<file path="src/design/txtlcd_pkg.sv">
// Package: types, command codes and register indexes of the text-to-LCD block.
package txtlcd_pkg;

  localparam logic [7:0] CMD_CLEAR    = 8'h01;
  localparam logic [7:0] CMD_SET_ADDR = 8'h80;
  localparam logic [7:0] ROW_STRIDE   = 8'h40;
  // Row 1 is the only row a set-address command ever points at.
  localparam logic [7:0] ADDR_ROW1    = CMD_SET_ADDR + ROW_STRIDE;

  localparam logic [7:0] CH_NUL = 8'd0;
  localparam logic [7:0] CH_LF  = 8'd10;
  localparam logic [7:0] CH_CR  = 8'd13;

  localparam logic [1:0] LINE_COUNT_RESET = 2'd2;
  localparam logic [5:0] LINE_WIDTH_RESET = 6'd16;
  localparam logic [5:0] LINE_WIDTH_MAX   = 6'd40;

  typedef enum logic {
    REG_LINE_COUNT = 1'b0,
    REG_LINE_WIDTH = 1'b1
  } reg_index_t;

  // One controller write.
  typedef struct packed {
    logic       is_data;
    logic [7:0] lcd_byte;
  } entry_t;

  // Results of one text byte, packed from slot 0 up, cnt of them valid.
  typedef struct packed {
    entry_t [2:0] slot;
    logic   [1:0] cnt;
  } batch_t;

endpackage

</file>
<file path="src/design/txtlcd_layout.sv">
// Cursor state and per-byte layout decision: row, column, finished flag.
module txtlcd_layout import txtlcd_pkg::*; (
  input  logic       clk,
  input  logic       rst,
  input  logic       accept,
  input  logic [7:0] character,
  input  logic       start_of_text,
  input  logic [1:0] line_count,
  input  logic [5:0] line_width,
  output batch_t     batch
);

  logic       row, row_next;
  logic [5:0] column, column_next;
  logic       finished, finished_next;

  logic       rows_two;
  logic [5:0] width;
  logic       row_c, fin_a;
  logic [5:0] col_c, col_inc;
  logic       emit_clr, emit_dat, emit_adr;
  logic       want_next_row;
  entry_t     e_clr, e_dat, e_adr;

  always_comb begin
    rows_two = (line_count >= 2'd2);
    if (line_width == 6'd0) begin
      width = 6'd1;
    end else if (line_width > LINE_WIDTH_MAX) begin
      width = LINE_WIDTH_MAX;
    end else begin
      width = line_width;
    end

    emit_clr = start_of_text;
    row_c    = start_of_text ? 1'b0 : row;
    col_c    = start_of_text ? 6'd0 : column;
    // Row held past the row count ends the text.
    fin_a    = (start_of_text ? 1'b0 : finished) | (row_c & ~rows_two);
    col_inc  = col_c + 6'd1;

    emit_dat      = 1'b0;
    emit_adr      = 1'b0;
    want_next_row = 1'b0;
    row_next      = row_c;
    column_next   = col_c;
    finished_next = fin_a;

    if (!fin_a) begin
      case (character)
        CH_NUL: finished_next = 1'b1;
        CH_CR:  ;
        CH_LF:  want_next_row = 1'b1;
        default: begin
          emit_dat      = 1'b1;
          column_next   = col_inc;
          want_next_row = (col_inc >= width);
        end
      endcase
    end

    if (want_next_row) begin
      if (row_c | ~rows_two) begin
        finished_next = 1'b1;
      end else begin
        row_next    = 1'b1;
        column_next = 6'd0;
        emit_adr    = 1'b1;
      end
    end
  end

  // Pack the results in order: clear, data, set-address.
  always_comb begin
    e_clr = '{is_data: 1'b0, lcd_byte: CMD_CLEAR};
    e_dat = '{is_data: 1'b1, lcd_byte: character};
    e_adr = '{is_data: 1'b0, lcd_byte: ADDR_ROW1};
    batch.slot[0] = emit_clr ? e_clr : (emit_dat ? e_dat : e_adr);
    batch.slot[1] = (emit_clr && emit_dat) ? e_dat : e_adr;
    batch.slot[2] = e_adr;
    batch.cnt     = 2'({1'b0, emit_clr} + {1'b0, emit_dat} + {1'b0, emit_adr});
  end

  always_ff @(posedge clk) begin
    if (rst) begin
      row      <= 1'b0;
      column   <= 6'd0;
      finished <= 1'b0;
    end else if (accept) begin
      row      <= row_next;
      column   <= column_next;
      finished <= finished_next;
    end
  end

endmodule

</file>
<file path="src/design/txtlcd_outbuf.sv">
// Result register: holds up to three writes of one byte and sends them one per beat.
module txtlcd_outbuf import txtlcd_pkg::*; (
  input  logic       clk,
  input  logic       rst,
  input  logic       load,
  input  batch_t     batch,
  output logic       in_ready,
  output logic       out_valid,
  input  logic       out_ready,
  output entry_t     out_entry,
  output logic       out_last
);

  entry_t [2:0] slot;
  logic   [1:0] cnt;
  logic         pop;

  assign out_valid = (cnt != 2'd0);
  assign out_entry = slot[0];
  assign out_last  = (cnt == 2'd1);
  assign pop       = out_valid & out_ready;
  // Free now, or the last held beat leaves this cycle.
  assign in_ready  = (cnt == 2'd0) | (out_last & out_ready);

  always_ff @(posedge clk) begin
    if (load) begin
      slot <= batch.slot;
    end else if (pop) begin
      slot[0] <= slot[1];
      slot[1] <= slot[2];
    end
  end

  always_ff @(posedge clk) begin
    if (rst) begin
      cnt <= 2'd0;
    end else if (load) begin
      cnt <= batch.cnt;
    end else if (pop) begin
      cnt <= cnt - 2'd1;
    end
  end

endmodule

</file>
<file path="src/design/text_to_lcd_command_stream_top.sv">
// Top level of the text-to-LCD command stream block.
//
// Use: feed text one byte per beat on s_axis (tdata = character, tuser =
// start_of_text). Each byte yields zero to three controller writes on
// m_axis: tdata = byte to write, tuser = 1 for a data write, 0 for a
// command, tlast = 1 on the final write caused by that text byte.
// A start-of-text byte first yields the clear command; any byte but NUL,
// CR and LF a data write; a line feed or full row on row 0 with two rows
// a set-address to row 1. Carriage returns and bytes after the end of
// the text yield nothing. An accepted byte's first write shows next cycle.
// Throughput: one byte per cycle while each yields at most one write and
// m_axis_tready is high; the single result register drains one beat per
// ready cycle and holds the input until its last held write leaves.
// Stall: when m_axis_tready is low the held write stays put, and s_axis
// takes the next byte only in the cycle the last held write leaves.
// Reset (rst, synchronous): drops any held writes, cursor to row 0,
// column 0, two rows of sixteen characters.
// cfg_we/cfg_index/cfg_data: index 0 = line_count, 1 = line_width; write
// only while the block is idle.
module text_to_lcd_command_stream_top import txtlcd_pkg::*; (
  input  logic       clk,
  input  logic       rst,
  input  logic       s_axis_tvalid,
  output logic       s_axis_tready,
  input  logic [7:0] s_axis_tdata,   // [7:0] character
  input  logic       s_axis_tuser,   // [0] start_of_text
  output logic       m_axis_tvalid,
  input  logic       m_axis_tready,
  output logic [7:0] m_axis_tdata,   // [7:0] lcd_byte
  output logic       m_axis_tuser,   // [0] is_data
  output logic       m_axis_tlast,
  input  logic       cfg_we,
  input  logic       cfg_index,
  input  logic [5:0] cfg_data
);

  logic [1:0] line_count;
  logic [5:0] line_width;
  logic       accept;
  batch_t     batch;
  entry_t     out_entry;

  // Configuration registers; upper bits of a narrow register are dropped.
  always_ff @(posedge clk) begin
    if (rst) begin
      line_count <= LINE_COUNT_RESET;
      line_width <= LINE_WIDTH_RESET;
    end else if (cfg_we) begin
      case (reg_index_t'(cfg_index))
        REG_LINE_COUNT: line_count <= cfg_data[1:0];
        REG_LINE_WIDTH: line_width <= cfg_data;
        default: ;
      endcase
    end
  end

  assign accept = s_axis_tvalid & s_axis_tready;

  // Decide the writes for the byte on the input and advance the cursor.
  txtlcd_layout u_layout (
    .clk           (clk),
    .rst           (rst),
    .accept        (accept),
    .character     (s_axis_tdata),
    .start_of_text (s_axis_tuser),
    .line_count    (line_count),
    .line_width    (line_width),
    .batch         (batch)
  );

  // Hold the writes and hand them out one beat at a time.
  txtlcd_outbuf u_outbuf (
    .clk       (clk),
    .rst       (rst),
    .load      (accept),
    .batch     (batch),
    .in_ready  (s_axis_tready),
    .out_valid (m_axis_tvalid),
    .out_ready (m_axis_tready),
    .out_entry (out_entry),
    .out_last  (m_axis_tlast)
  );

  assign m_axis_tdata = out_entry.lcd_byte;
  assign m_axis_tuser = out_entry.is_data;

endmodule

</file>
<file path="config.mk">
export PLATFORM = sky130hd
export DESIGN_NAME = text_to_lcd_command_stream_top
export DESIGN_NICKNAME = d
export VERILOG_FILES = /design/src/design/txtlcd_pkg.sv /design/src/design/txtlcd_layout.sv /design/src/design/txtlcd_outbuf.sv /design/src/design/text_to_lcd_command_stream_top.sv
export SDC_FILE = /design/constraint.sdc
export NUM_CORES = 1
export LEC_CHECK = 0
export BUFFER_PORTS_ARGS = -buffer_cell sky130_fd_sc_hd__buf_2
export CORE_MARGIN = 2
export CORE_UTILIZATION = 40
export CTS_BUF_LIST = sky130_fd_sc_hd__clkbuf_8
export DETAILED_ROUTE_END_ITERATION = 10
export PLACE_DENSITY = 0.6
export SYNTH_ARGS = -nofsm -noshare
export SYNTH_HDL_FRONTEND = slang
export SYNTH_HIERARCHICAL = 1
export SYNTH_SLANG_ARGS = --single-unit
</file>
<file path="constraint.sdc">
create_clock -name clk -period 3.65 [get_ports clk]
set_input_delay 0.5475 -clock clk [delete_from_list [all_inputs] [get_ports clk]]
set_output_delay 0.5475 -clock clk [all_outputs]
set_load 0.01 [all_outputs]
</file>
==> qor.yml, run 1 <==
detailed_routing:
  drt-total-wl_mm: 4.85
  vias_per_cell: 5.10
  ant_nets: 0
  avgRoutedWirePerCell_um: 13.7
  drt-pass1-iter-count: 4
  drtIter0Drc: 130
  vias: 1799
  drc: 0
worst_setup_path:
  path_cells: "nor2b_1 -> and3_1 -> nand3_1 -> xor2_1 -> ha_1 -> nand4_1 -> o221a_2 -> a2111o_1 -> fa_1 -> inv_1 -> nor2_1 -> a211oi_2"
  r2r_end: "u_outbuf/cnt[0]$_SDFFE_PP0P_"
  rrSetupSlack_ns: 0.49
  cp_slowest_stage_delay_ns: 0.49
  path_max_fanout: 4
  crit_path_end_kind: "register"
  crit_path_start_kind: "register"
  cp_data_required_time_ns: 3.82
  slowest_stage: "fa_1"
  rr_worst_depth: 12
  rr_startpoint: "u_layout/column[2]$_SDFFE_PP0P_"
  cp.arrival_ns: 3.33
  path_class: "register to register"
floorplanning:
  rows: 29
  die_w_um: 84.3
  core_um2: 6280
  start_util_pct: 41.1
  die_area_um2: 7110
  die_h_um: 84.3
  pin_count: 33
status:
  outcome: "finished, final reports clean"
global_routing:
  grt_max_degree: 34
  grt_pass1_wl_mm: 8.31
  grt_use_total_pct: 14.5
  antenna_found_initial: 0
  overflow: 0
  grt_pass1_vias: 1720
clock_tree:
  cts.clk_slew.worst_paths_ns: 0.08
  h-tree-depth: 2
  cts_sinks: 44
  clock_latency_ns: 0.29
  cts_buffers: 5
  cts_hold_buf: 0
  root_buffer: "clkbuf_8"
  cts_resized: 0
  post_cts_buffers: 0
  cts_tree: "yes"
  clockBufferDepth: 2
synthesis:
  syn-mean-instance-area_um2: 10.2
  synth_cells: 252
  syn_area_um2: 2580
  ys_warn_count: 6
timing:
  setup_violations: 0
  skew_ns: 0.00784
  tightestPinTransition_ns: 0.649
  setup_tns_ns: 0
  fin_crit_ns: 3.16
  rsz0062_at_grt: "false"
  hold_viol: 0
  period_share_pct: 86.5
  timing.fmax_ghz: 0.317
  slew_viol_final: 0
  slew_headroom_pct: 56.8
hold_path:
  whs_endpoint: "u_layout/row$_SDFFE_PP0P_"
  min_from: "u_layout/row$_SDFFE_PP0P_"
  hold_class: "register to register"
  hold_depth: 2
place:
  post-dp-hpwl_mm: 3.38
  place_congestion: 0.815
  port_buffers: 32
final_layout:
  multi_input_area_um2: 1210
  area.sequential_um2: 1150
  synthToLayoutAreaGrowth_pct: 9.89
  drive_above_1_share_pct: 27.2
  num-fill-cells: 604
  finalNetCount: 306
  diodes: 0
pwr:
  cellLeakagePower_nw: 1.19
  powerDensity_nw_per_um2: 515
  max-vdd-ir-drop_v: 0.000278
  p_total_mw: 1.46
flow_run:
  cap_viol_max_count: 0
==> cells in the final DEF (no fill, tap or decap), types with 2 or more instances in the layout <==
cell type / n
clkbuf_8: 5
a211oi_1: 4
ha_1: 9
edfxtp_1: 27
nand3_1: 8
xor2_1: 2
nand2b_1: 7
buf_4: 4
or2_2: 3
mux2_2: 20
and2_1: 3
or4_4: 2
buf_2: 32
nand2_1: 19
a31oi_1: 3
inv_1: 17
conb_1: 9
and3_1: 12
xnor2_1: 2
o21ai_0: 5
nor2b_1: 4
mux2i_1: 3
dfxtp_1: 17
a21oi_1: 14
nor2_1: 14
o32ai_1: 3
a21bo_1: 4
nor3_1: 3
==> where the power goes <==
group          switching, mW  leakage, nW  internal, mW
registers             0.0311        0.401         0.664
clock network          0.159       0.0593         0.200
logic                  0.225        0.728         0.181
total                  0.415         1.19          1.05
==> final cells by class <==
type | count | share of cell area, %
clock inverters | 3 | 1.37
flip-flops and latches | 44 | 40.6
inverters | 16 | 2.12
clock buffers | 5 | 2.43
repair buffers | 37 | 7.41
well taps | 77 | 3.40
multi-input cells | 171 | 42.7
==> worst max-delay path: cells and delay by family, from the launching register on <==
family / cells / cell delay, ns
buffers and inverters: 1 / 0.04
AO/OA/AOI/OAI: 3 / 0.77
AND/OR/NAND/NOR: 5 / 0.85
flip-flops: 1 / 0.38
XOR/XNOR: 1 / 0.18
adder cells (fa/ha/maj): 2 / 0.80
==> through the flow <==
step / setup slack, ns / instance area (µm²) / hold WS, ns / cells / utilization (%)
after global routing: 0.287 / 2840 / 0.501 / 353 / 45.2
final: 0.492 / 2840 / 0.474 / 353 / 45.2
after CTS: 0.510 / 2840 / 0.475 / 353 / 45.2
after detailed placement: 0.249 / 2730 / 0.465 / 345 / 43.5
after floorplan: 0.178 / 2610 / 0.441 / 259 / -
after global placement: 0.311 / 2730 / 0.456 / 345 / 43.5
==> registers in the layout (all words and copies together) (netlist names) <==
register and cells:
u_outbuf/slot 18, u_outbuf/out_entry 9, line_width 6, u_layout/column 6, u_outbuf/cnt 2, line_count 1
u_layout/finished 1, u_layout/row 1
==> worst max path at each step <==
stage | startpoint | end | slack [ns] | cells past startpoint
6_report | u_layout/column[2]$_SDFFE_PP0P_ | u_outbuf/cnt[0]$_SDFFE_PP0P_ | 0.49 | 12
5_1_grt | u_layout/column[2]$_SDFFE_PP0P_ | u_outbuf/cnt[0]$_SDFFE_PP0P_ | 0.29 | 12
4_1_cts | u_layout/column[2]$_SDFFE_PP0P_ | u_outbuf/cnt[0]$_SDFFE_PP0P_ | 0.51 | 12
3_5_place_dp | s_axis_tuser | u_outbuf/cnt[0]$_SDFFE_PP0P_ | 0.25 | 13
3_3_place_gp | s_axis_tuser | u_outbuf/cnt[0]$_SDFFE_PP0P_ | 0.31 | 13
2_1_floorplan | s_axis_tuser | u_outbuf/cnt[0]$_SDFFE_PP0P_ | 0.18 | 16
==> per-layer routing <==
metal	GRT usage [%]	vias to the layer above	wire [µm]
met5	0	-	0
met4	4.91	0	86
met3	3.54	9	312
met2	21.1	56	2080
met1	21.1	821	2370
li1	-	913	-
Note: power is estimated with default switching activity, not from simulation.
==> run 2: changes to the inputs <==
--- a/config.mk
+++ b/config.mk
@@ -6,11 +6,11 @@
 export NUM_CORES = 1
 export LEC_CHECK = 0
 export BUFFER_PORTS_ARGS = -buffer_cell sky130_fd_sc_hd__buf_2
-export CORE_MARGIN = 2
+export CORE_MARGIN = 8
 export CORE_UTILIZATION = 40
 export CTS_BUF_LIST = sky130_fd_sc_hd__clkbuf_8
 export DETAILED_ROUTE_END_ITERATION = 10
-export PLACE_DENSITY = 0.6
+export PLACE_DENSITY = 0.58
 export SYNTH_ARGS = -nofsm -noshare
 export SYNTH_HDL_FRONTEND = slang
 export SYNTH_HIERARCHICAL = 1
==> constraint.sdc (replaced) <==
create_clock -name clk -period 3 [get_ports clk]
set_input_delay 0.45 -clock clk [delete_from_list [all_inputs] [get_ports clk]]
set_output_delay 0.45 -clock clk [all_outputs]
set_load 0.01 [all_outputs]
==> run 2 against run 1 <==
Critical path type is now input port to register. Die area up 30%. Largest power group unchanged. Cell count rose by 3.7%. Critical endpoint unchanged. Highest routed layer unchanged. Sequential power up 22%. Setup slack worse by 0.39 ns. Sequential cell count did not move. Non-clock buffer count rose by 13.
==> qor.yml, run 2 (synthesis gave the netlist of run 1 again) <==
status:
  outcome: "finished, final reports clean"
final_layout:
  synthToLayoutAreaGrowth_pct: 15.2
  max_flop_register: "u_outbuf/slot"
  final_cells: 366  # +3.7%
  finalNetCount: 319  # +4.2%
  diodes: 0  # unchanged
  utilization_pct: 47.1  # +1.9 points
  mostFrequentLayoutCell: "buf_2"
  stdcell_area_um2: 2970  # +4.8%
  drive_above_1_share_pct: 35.3  # +8.1 points
  largest_register_ffs: 18  # unchanged
  most-common-layout-cells: "buf_2, edfxtp_1, mux2_2"
global_routing:
  grt_pass1_vias: 1753  # +1.9%
  grt_use_total_pct: 11.5  # -3.0 points
  overflow: 0  # unchanged
  antenna_found_initial: 0  # unchanged
  grt_max_degree: 22  # -35%
  grt_pass1_wl_mm: 8.47  # +1.9%
floorplanning:
  start_util_pct: 40.9  # -0.24 points
  die_h_um: 96.3  # +14%
  die_area_um2: 9280  # +30%
  rows: 29  # unchanged
  die_w_um: 96.3  # +14%
  core_um2: 6310  # +0.58%
  pin_count: 33  # unchanged
clock_tree:
  cts_sinks: 44  # unchanged
  cts_buffers: 5  # unchanged
  root_buffer: "clkbuf_8"
  cts.clk_slew.worst_paths_ns: 0.08  # about the same
  cts_tree: "yes"
  h-tree-depth: 2  # unchanged
  clock_latency_ns: 0.29  # about the same
  clockBufferDepth: 2  # unchanged
  cts_hold_buf: 0  # unchanged
timing:
  holdWs_ns: 0.398  # -0.0766 ns
  timing.fmax_ghz: 0.345
  tightestPinTransition_ns: 0.611  # -0.0379 ns
  period_share_pct: 96.5
  skew_ns: 0.00610  # -0.00173 ns
  setup_tns_ns: 0  # unchanged
  layout_setup_ws_ns: 0.104  # -0.388 ns
  rsz0062_at_grt: "true"
  hold_viol: 0  # unchanged
  slew_viol_final: 0  # unchanged
  setup_violations: 0  # unchanged
  fin_crit_ns: 2.90
  slew_headroom_pct: 59.3  # +2.5 points
place:
  place_congestion: 0.800  # -1.8%
  placed_cells: 357  # +3.5%
  port_buffers: 32  # unchanged
  post-dp-hpwl_mm: 3.66  # +8.5%
  dp_slack_ns: -0.320  # -0.569 ns
  placed_cell_area_um2: 2850  # +4.5%
detailed_routing:
  wl_met1_mm: 2.51  # +6.1%
  dr_wl_met3_um: 239  # -23%
  drtIter0Drc: 132  # +1.5%
  wl_met2_mm: 2.32  # +12%
  vias: 1814  # +0.83%
  drt-pass1-iter-count: 4  # unchanged
  avgRoutedWirePerCell_um: 14.0  # +1.8%
  drt-total-wl_mm: 5.12  # +5.6%
  ant_nets: 0  # unchanged
  route.top_layer_used: "met4"
  drc: 0  # unchanged
  vias_per_cell: 4.96  # -2.7%
hold_path:
  min_from: "cfg_data[2]"
  hold_class: "input port to register"
  hold_depth: 3  # +1
worst_setup_path:
  path_cells: "clkbuf_4 -> inv_12 -> nand2_4 -> inv_2 -> ha_4 -> buf_4 -> xor2_1 -> ha_1 -> nand4_1 -> o221a_2 -> a2111o_1 -> fa_1 -> inv_2 -> nor2_2 -> a211oi_2"
  cp_data_required_time_ns: 3.17  # -0.65 ns
  cp.arrival_ns: 3.06  # -0.27 ns
  path_class: "input port to register"
  rr_worst_depth: 12  # unchanged
  crit_path_end_kind: "register"
  crit_path_start_kind: "input port"
  rr_startpoint: "u_layout/column[2]$_SDFFE_PP0P_"
  cp_slowest_stage_delay_ns: 0.54  # +0.05 ns
  crit_path_start: "s_axis_tuser"
  slowest_stage: "fa_1"
  cp_common_cell: "inv_2"
  path_max_fanout: 4  # unchanged
pwr:
  powerDensity_nw_per_um2: 578  # +12%
  p_total_mw: 1.72  # +18%
  cellLeakagePower_nw: 1.23  # +3.5%
  max-vdd-ir-drop_v: 0.000384  # +38%
flow_run:
  cap_viol_max_count: 0  # unchanged
==> run 2: cell count changes in the layout (fill, tap and decap cells not counted), moves of 2 or more <==
cell	change
buf_4	+14
inv_1	-4
dfxtp_1	-3
dfxtp_2	+3
clkinvlp_4	+2
inv_2	+2
nand3_1	-2
nand3_2	+2
nor2b_1	-2
nor2b_4	+2
==> run 2: power by group <==
part,switching (mW),internal [mW],leakage [nW]
combinational,0.279,0.228,0.790
sequential,0.0366,0.808,0.402
clock,0.205,0.161,0.0378
total,0.521,1.20,1.23
==> run 2: per-layer routing <==
layer,up-vias,track usage (%)
met1,827,15.9
met5,-,0
met3,5,2.73
li1,937,-
met2,45,17.7
met4,0,3.03
==> run 2: worst max-delay path, delay by kind of cell <==
family	cells	cell delay, ns
AOI/OAI and AO/OA	3	0.78
xor gates and xnor gates	1	0.16
adders and majority gates	3	0.99
buffers and inverters	5	0.46
and+or+nand+nor	3	0.22
==> run 2: repair_timing <==
action                     4_1_cts  5_1_grt
buffers inserted                 0        1
gates resized for setup          1        9
setup endpoints to repair        1        2
pin swaps                        0       11
==> run 2: final timing paths <==
check                                                    end  slack, ns
worst min-delay path              line_width[2]$_SDFFE_PP0P_       0.40
worst min register to register     u_layout/row$_SDFFE_PP0P_       0.48
worst max register to register  u_outbuf/cnt[0]$_SDFFE_PP0P_       0.12
worst max-delay path            u_outbuf/cnt[0]$_SDFFE_PP0P_       0.10
==> run 2: cell type report <==
cell class	instances	area, µm²
Fill cell	604	3340
Inverter	16	72.6
Tap cell	77	96.3
Timing Repair Buffer	50	298
Multi-Input combinational cell	171	1260
Sequential cell	44	1150
Clock buffer	5	68.8
Clock inverter	3	18.8
==> run 3: changes to the inputs <==
--- a/config.mk
+++ b/config.mk
@@ -10,8 +10,8 @@
 export CORE_UTILIZATION = 40
 export CTS_BUF_LIST = sky130_fd_sc_hd__clkbuf_8
 export DETAILED_ROUTE_END_ITERATION = 10
-export PLACE_DENSITY = 0.58
+export GPL_ROUTABILITY_DRIVEN = 0
+export PLACE_DENSITY = 0.59
 export SYNTH_ARGS = -nofsm -noshare
 export SYNTH_HDL_FRONTEND = slang
-export SYNTH_HIERARCHICAL = 1
 export SYNTH_SLANG_ARGS = --single-unit
==> run 3 against run 2 <==
The run now ends with negative setup slack left. Fmax is 5.8% lower. Critical endpoint is now u_outbuf.cnt[0]$_SDFFE_PP0P_. Critical path type is now register to register. Sequential power is 23% lower. Clock skew is 0.0044 ns higher. First-iteration DRC count is 42% lower. Worst hold slack better by 0.013 ns. Cell area is 16% lower.
==> qor.yml, run 3 <==
status:
  outcome: "finished with violations"
  violations: "negative setup slack"
final_layout:
  diodes: 0  # unchanged
  stdcell_area_um2: 2480  # -16%
  final_cells: 338  # -7.7%
  mostFrequentLayoutCell: "nand2_1"
  finalNetCount: 298  # -6.6%
  multi_input_area_um2: 1100  # -13%
  drive_above_1_share_pct: 26.1  # -9.2 points
  num-fill-cells: 500  # -17%
  area.sequential_um2: 882  # -24%
  most-common-layout-cells: "nand2_1, buf_2, edfxtp_1"
  synthToLayoutAreaGrowth_pct: 20.5
floorplanning:
  core_um2: 5040  # -20%
  rows: 26  # -10%
  die_area_um2: 7710  # -17%
  pin_count: 33  # unchanged
  start_util_pct: 40.9  # about the same
  die_w_um: 87.8  # -8.9%
  die_h_um: 87.8  # -8.9%
hold_path:
  hold_class: "input port to register"
  min_from: "cfg_data[3]"
place:
  dp_slack_ns: -0.262  # +0.0573 ns
  port_buffers: 32  # unchanged
  placed_cell_area_um2: 2350  # -18%
  placed_cells: 329  # -7.8%
  post-dp-hpwl_mm: 3.46  # -5.6%
timing:
  period_share_pct: 103  # +6.0 points
  tightestPinTransition_ns: 0.692  # +0.0810 ns
  slew_viol_final: 0  # unchanged
  slew_headroom_pct: 53.8  # -5.4 points
  rsz0062_at_grt: "true"
  hold_viol: 0  # unchanged
  layout_setup_ws_ns: -0.0757  # -0.180 ns
  timing.fmax_ghz: 0.325  # -5.8%
  setup_violations: 1  # +1
  skew_ns: 0.0105  # +0.00438 ns
  holdWs_ns: 0.411  # +0.0132 ns
  fin_crit_ns: 3.08  # +0.180 ns
detailed_routing:
  drtIter0Drc: 76  # -42%
  avgRoutedWirePerCell_um: 13.7  # -2.3%
  vias_per_cell: 5.04  # +1.6%
  drt-pass1-iter-count: 4  # unchanged
  vias: 1702  # -6.2%
  ant_nets: 0  # unchanged
  drt-total-wl_mm: 4.62  # -9.7%
  drc: 0  # unchanged
flow_run:
  cap_viol_max_count: 0  # unchanged
worst_setup_path:
  crit_path_start_kind: "register"
  cp.arrival_ns: 3.25  # +0.19 ns
  cp_data_required_time_ns: 3.18  # about the same
  crit_path_end_kind: "register"
  path_class: "register to register"
  crit_path_start: "u_layout.column[0]$_SDFFE_PP0P_"
  rr_startpoint: "u_layout.column[0]$_SDFFE_PP0P_"
  path_max_fanout: 3  # -1
synthesis:
  ys_types: 47
  synth_seq_area_share_pct: 42.7
  synth_top_area_cell: "edfxtp_1"
  synthFlopType: "edfxtp_1"
  syn-mean-instance-area_um2: 8.97  # -12%
  syn_area_um2: 2060  # -20%
  synth_area_leaders: "edfxtp_1, dfxtp_1, nand2_1"
  synth_cells: 230  # -8.7%
  synth-seq-cells: 35
  async_flop_share_pct: 0
  synth_edf_count: 18
  synth.most_common_cell: "nand2_1"
  synthTopCellsByCount: "nand2_1, edfxtp_1, dfxtp_1, a21oi_1, o21ai_0"
  synth_nets: 261
  ys_warn_count: 0  # -6
  synth_top_area_share_pct: 26.2
clock_tree:
  clock_latency_ns: 0.29  # about the same
  cts.clk_slew.worst_paths_ns: 0.08  # about the same
  cts_hold_buf: 0  # unchanged
  h-tree-depth: 2  # unchanged
  cts_buffers: 5  # unchanged
  cts_tree: "yes"
  cts_sinks: 35  # -20%
  clockBufferDepth: 2  # unchanged
  root_buffer: "clkbuf_8"
global_routing:
  antenna_found_initial: 0  # unchanged
  grt_use_total_pct: 12.7  # +1.2 points
  overflow: 0  # unchanged
  grt_max_degree: 21  # -4.5%
  grt_pass1_wl_mm: 7.66  # -9.5%
  grt_pass1_vias: 1675  # -4.4%
pwr:
  cellLeakagePower_nw: 1.01  # -18%
  max-vdd-ir-drop_v: 0.000250  # -35%
  powerDensity_nw_per_um2: 608  # +5.2%
  p_total_mw: 1.51  # -12%
run 3: report_power, final:
part	leakage [nW]	total (mW)	switching, mW	internal (mW)
sequential	0.316	0.647	0.0309	0.616
clock	0.0581	0.428	0.181	0.247
combinational	0.639	0.436	0.266	0.171
total	1.01	1.51	0.477	1.03
run 3: path summary, 6_finish.rpt:
check	end	slack, ns	depth (start not counted)
worst min-delay path	line_width[3]$_SDFFE_PP0P_	0.41	3
worst max register to register	u_outbuf.cnt[0]$_SDFFE_PP0P_	-0.08	14
worst max-delay path	u_outbuf.cnt[0]$_SDFFE_PP0P_	-0.08	14
worst min register to register	u_outbuf.cnt[1]$_SDFFE_PP0P_	0.46	2
run 3: what timing repair did:
action | in CTS | in global routing
resized for setup | 2 | 2
pin swaps | 0 | 4
setup buffers | 0 | 1
endpoints found under the setup margin | 1 | 2
run 3: layer usage:
layer / track usage, % / share of wire (%)
met5: 0 / 0
met2: 22.2 / 47
met4: 4.06 / 1.0
met3: 3.38 / 5.0
met1: 14.7 / 47
run 3: cells by family after synthesis:
group / Yosys count / share of synthesized area [%]
multiplexers: 2 / 1.03
AND/OR/NAND/NOR: 101 / 24.7
adder cells (fa/ha/maj): 10 / 6.43
buffers and inverters: 26 / 6.31
flip-flops: 35 / 42.7
AO/OA/AOI/OAI: 52 / 17.1
XOR/XNOR: 4 / 1.70
run 3: cell type report:
cell class / instances / area share [%]
Inverter: 11 / 1.76
Clock buffer: 5 / 2.77
Multi-Input combinational cell: 169 / 44.3
Sequential cell: 35 / 35.5
Tap cell: 70 / 3.52
Clock inverter: 3 / 1.76
Timing Repair Buffer: 45 / 10.4
run 3: through the flow:
| step | utilization [%] | setup TNS [ns] |
|---|---|---|
| after floorplan | - | -0.125 |
| after global placement | 46.5 | -0.345 |
| after detailed placement | 46.5 | -0.408 |
| after CTS | 48.9 | -0.0443 |
| after global routing | 49.3 | -0.346 |
| final | 49.3 | -0.0757 |
run 3: critical path, cell delays in order (launching register included):
cell and delay (ns):
dfxtp_2 0.34, nor2b_4 0.18, ha_4 0.15, and3_4 0.20, xnor2_2 0.10, nor2_1 0.05
ha_1 0.29, nand4_1 0.11, o221a_2 0.31, a2111oi_4 0.40, inv_2 0.08, fa_1 0.48
nor2_1 0.05, a211oi_2 0.17, nor2_1 0.05
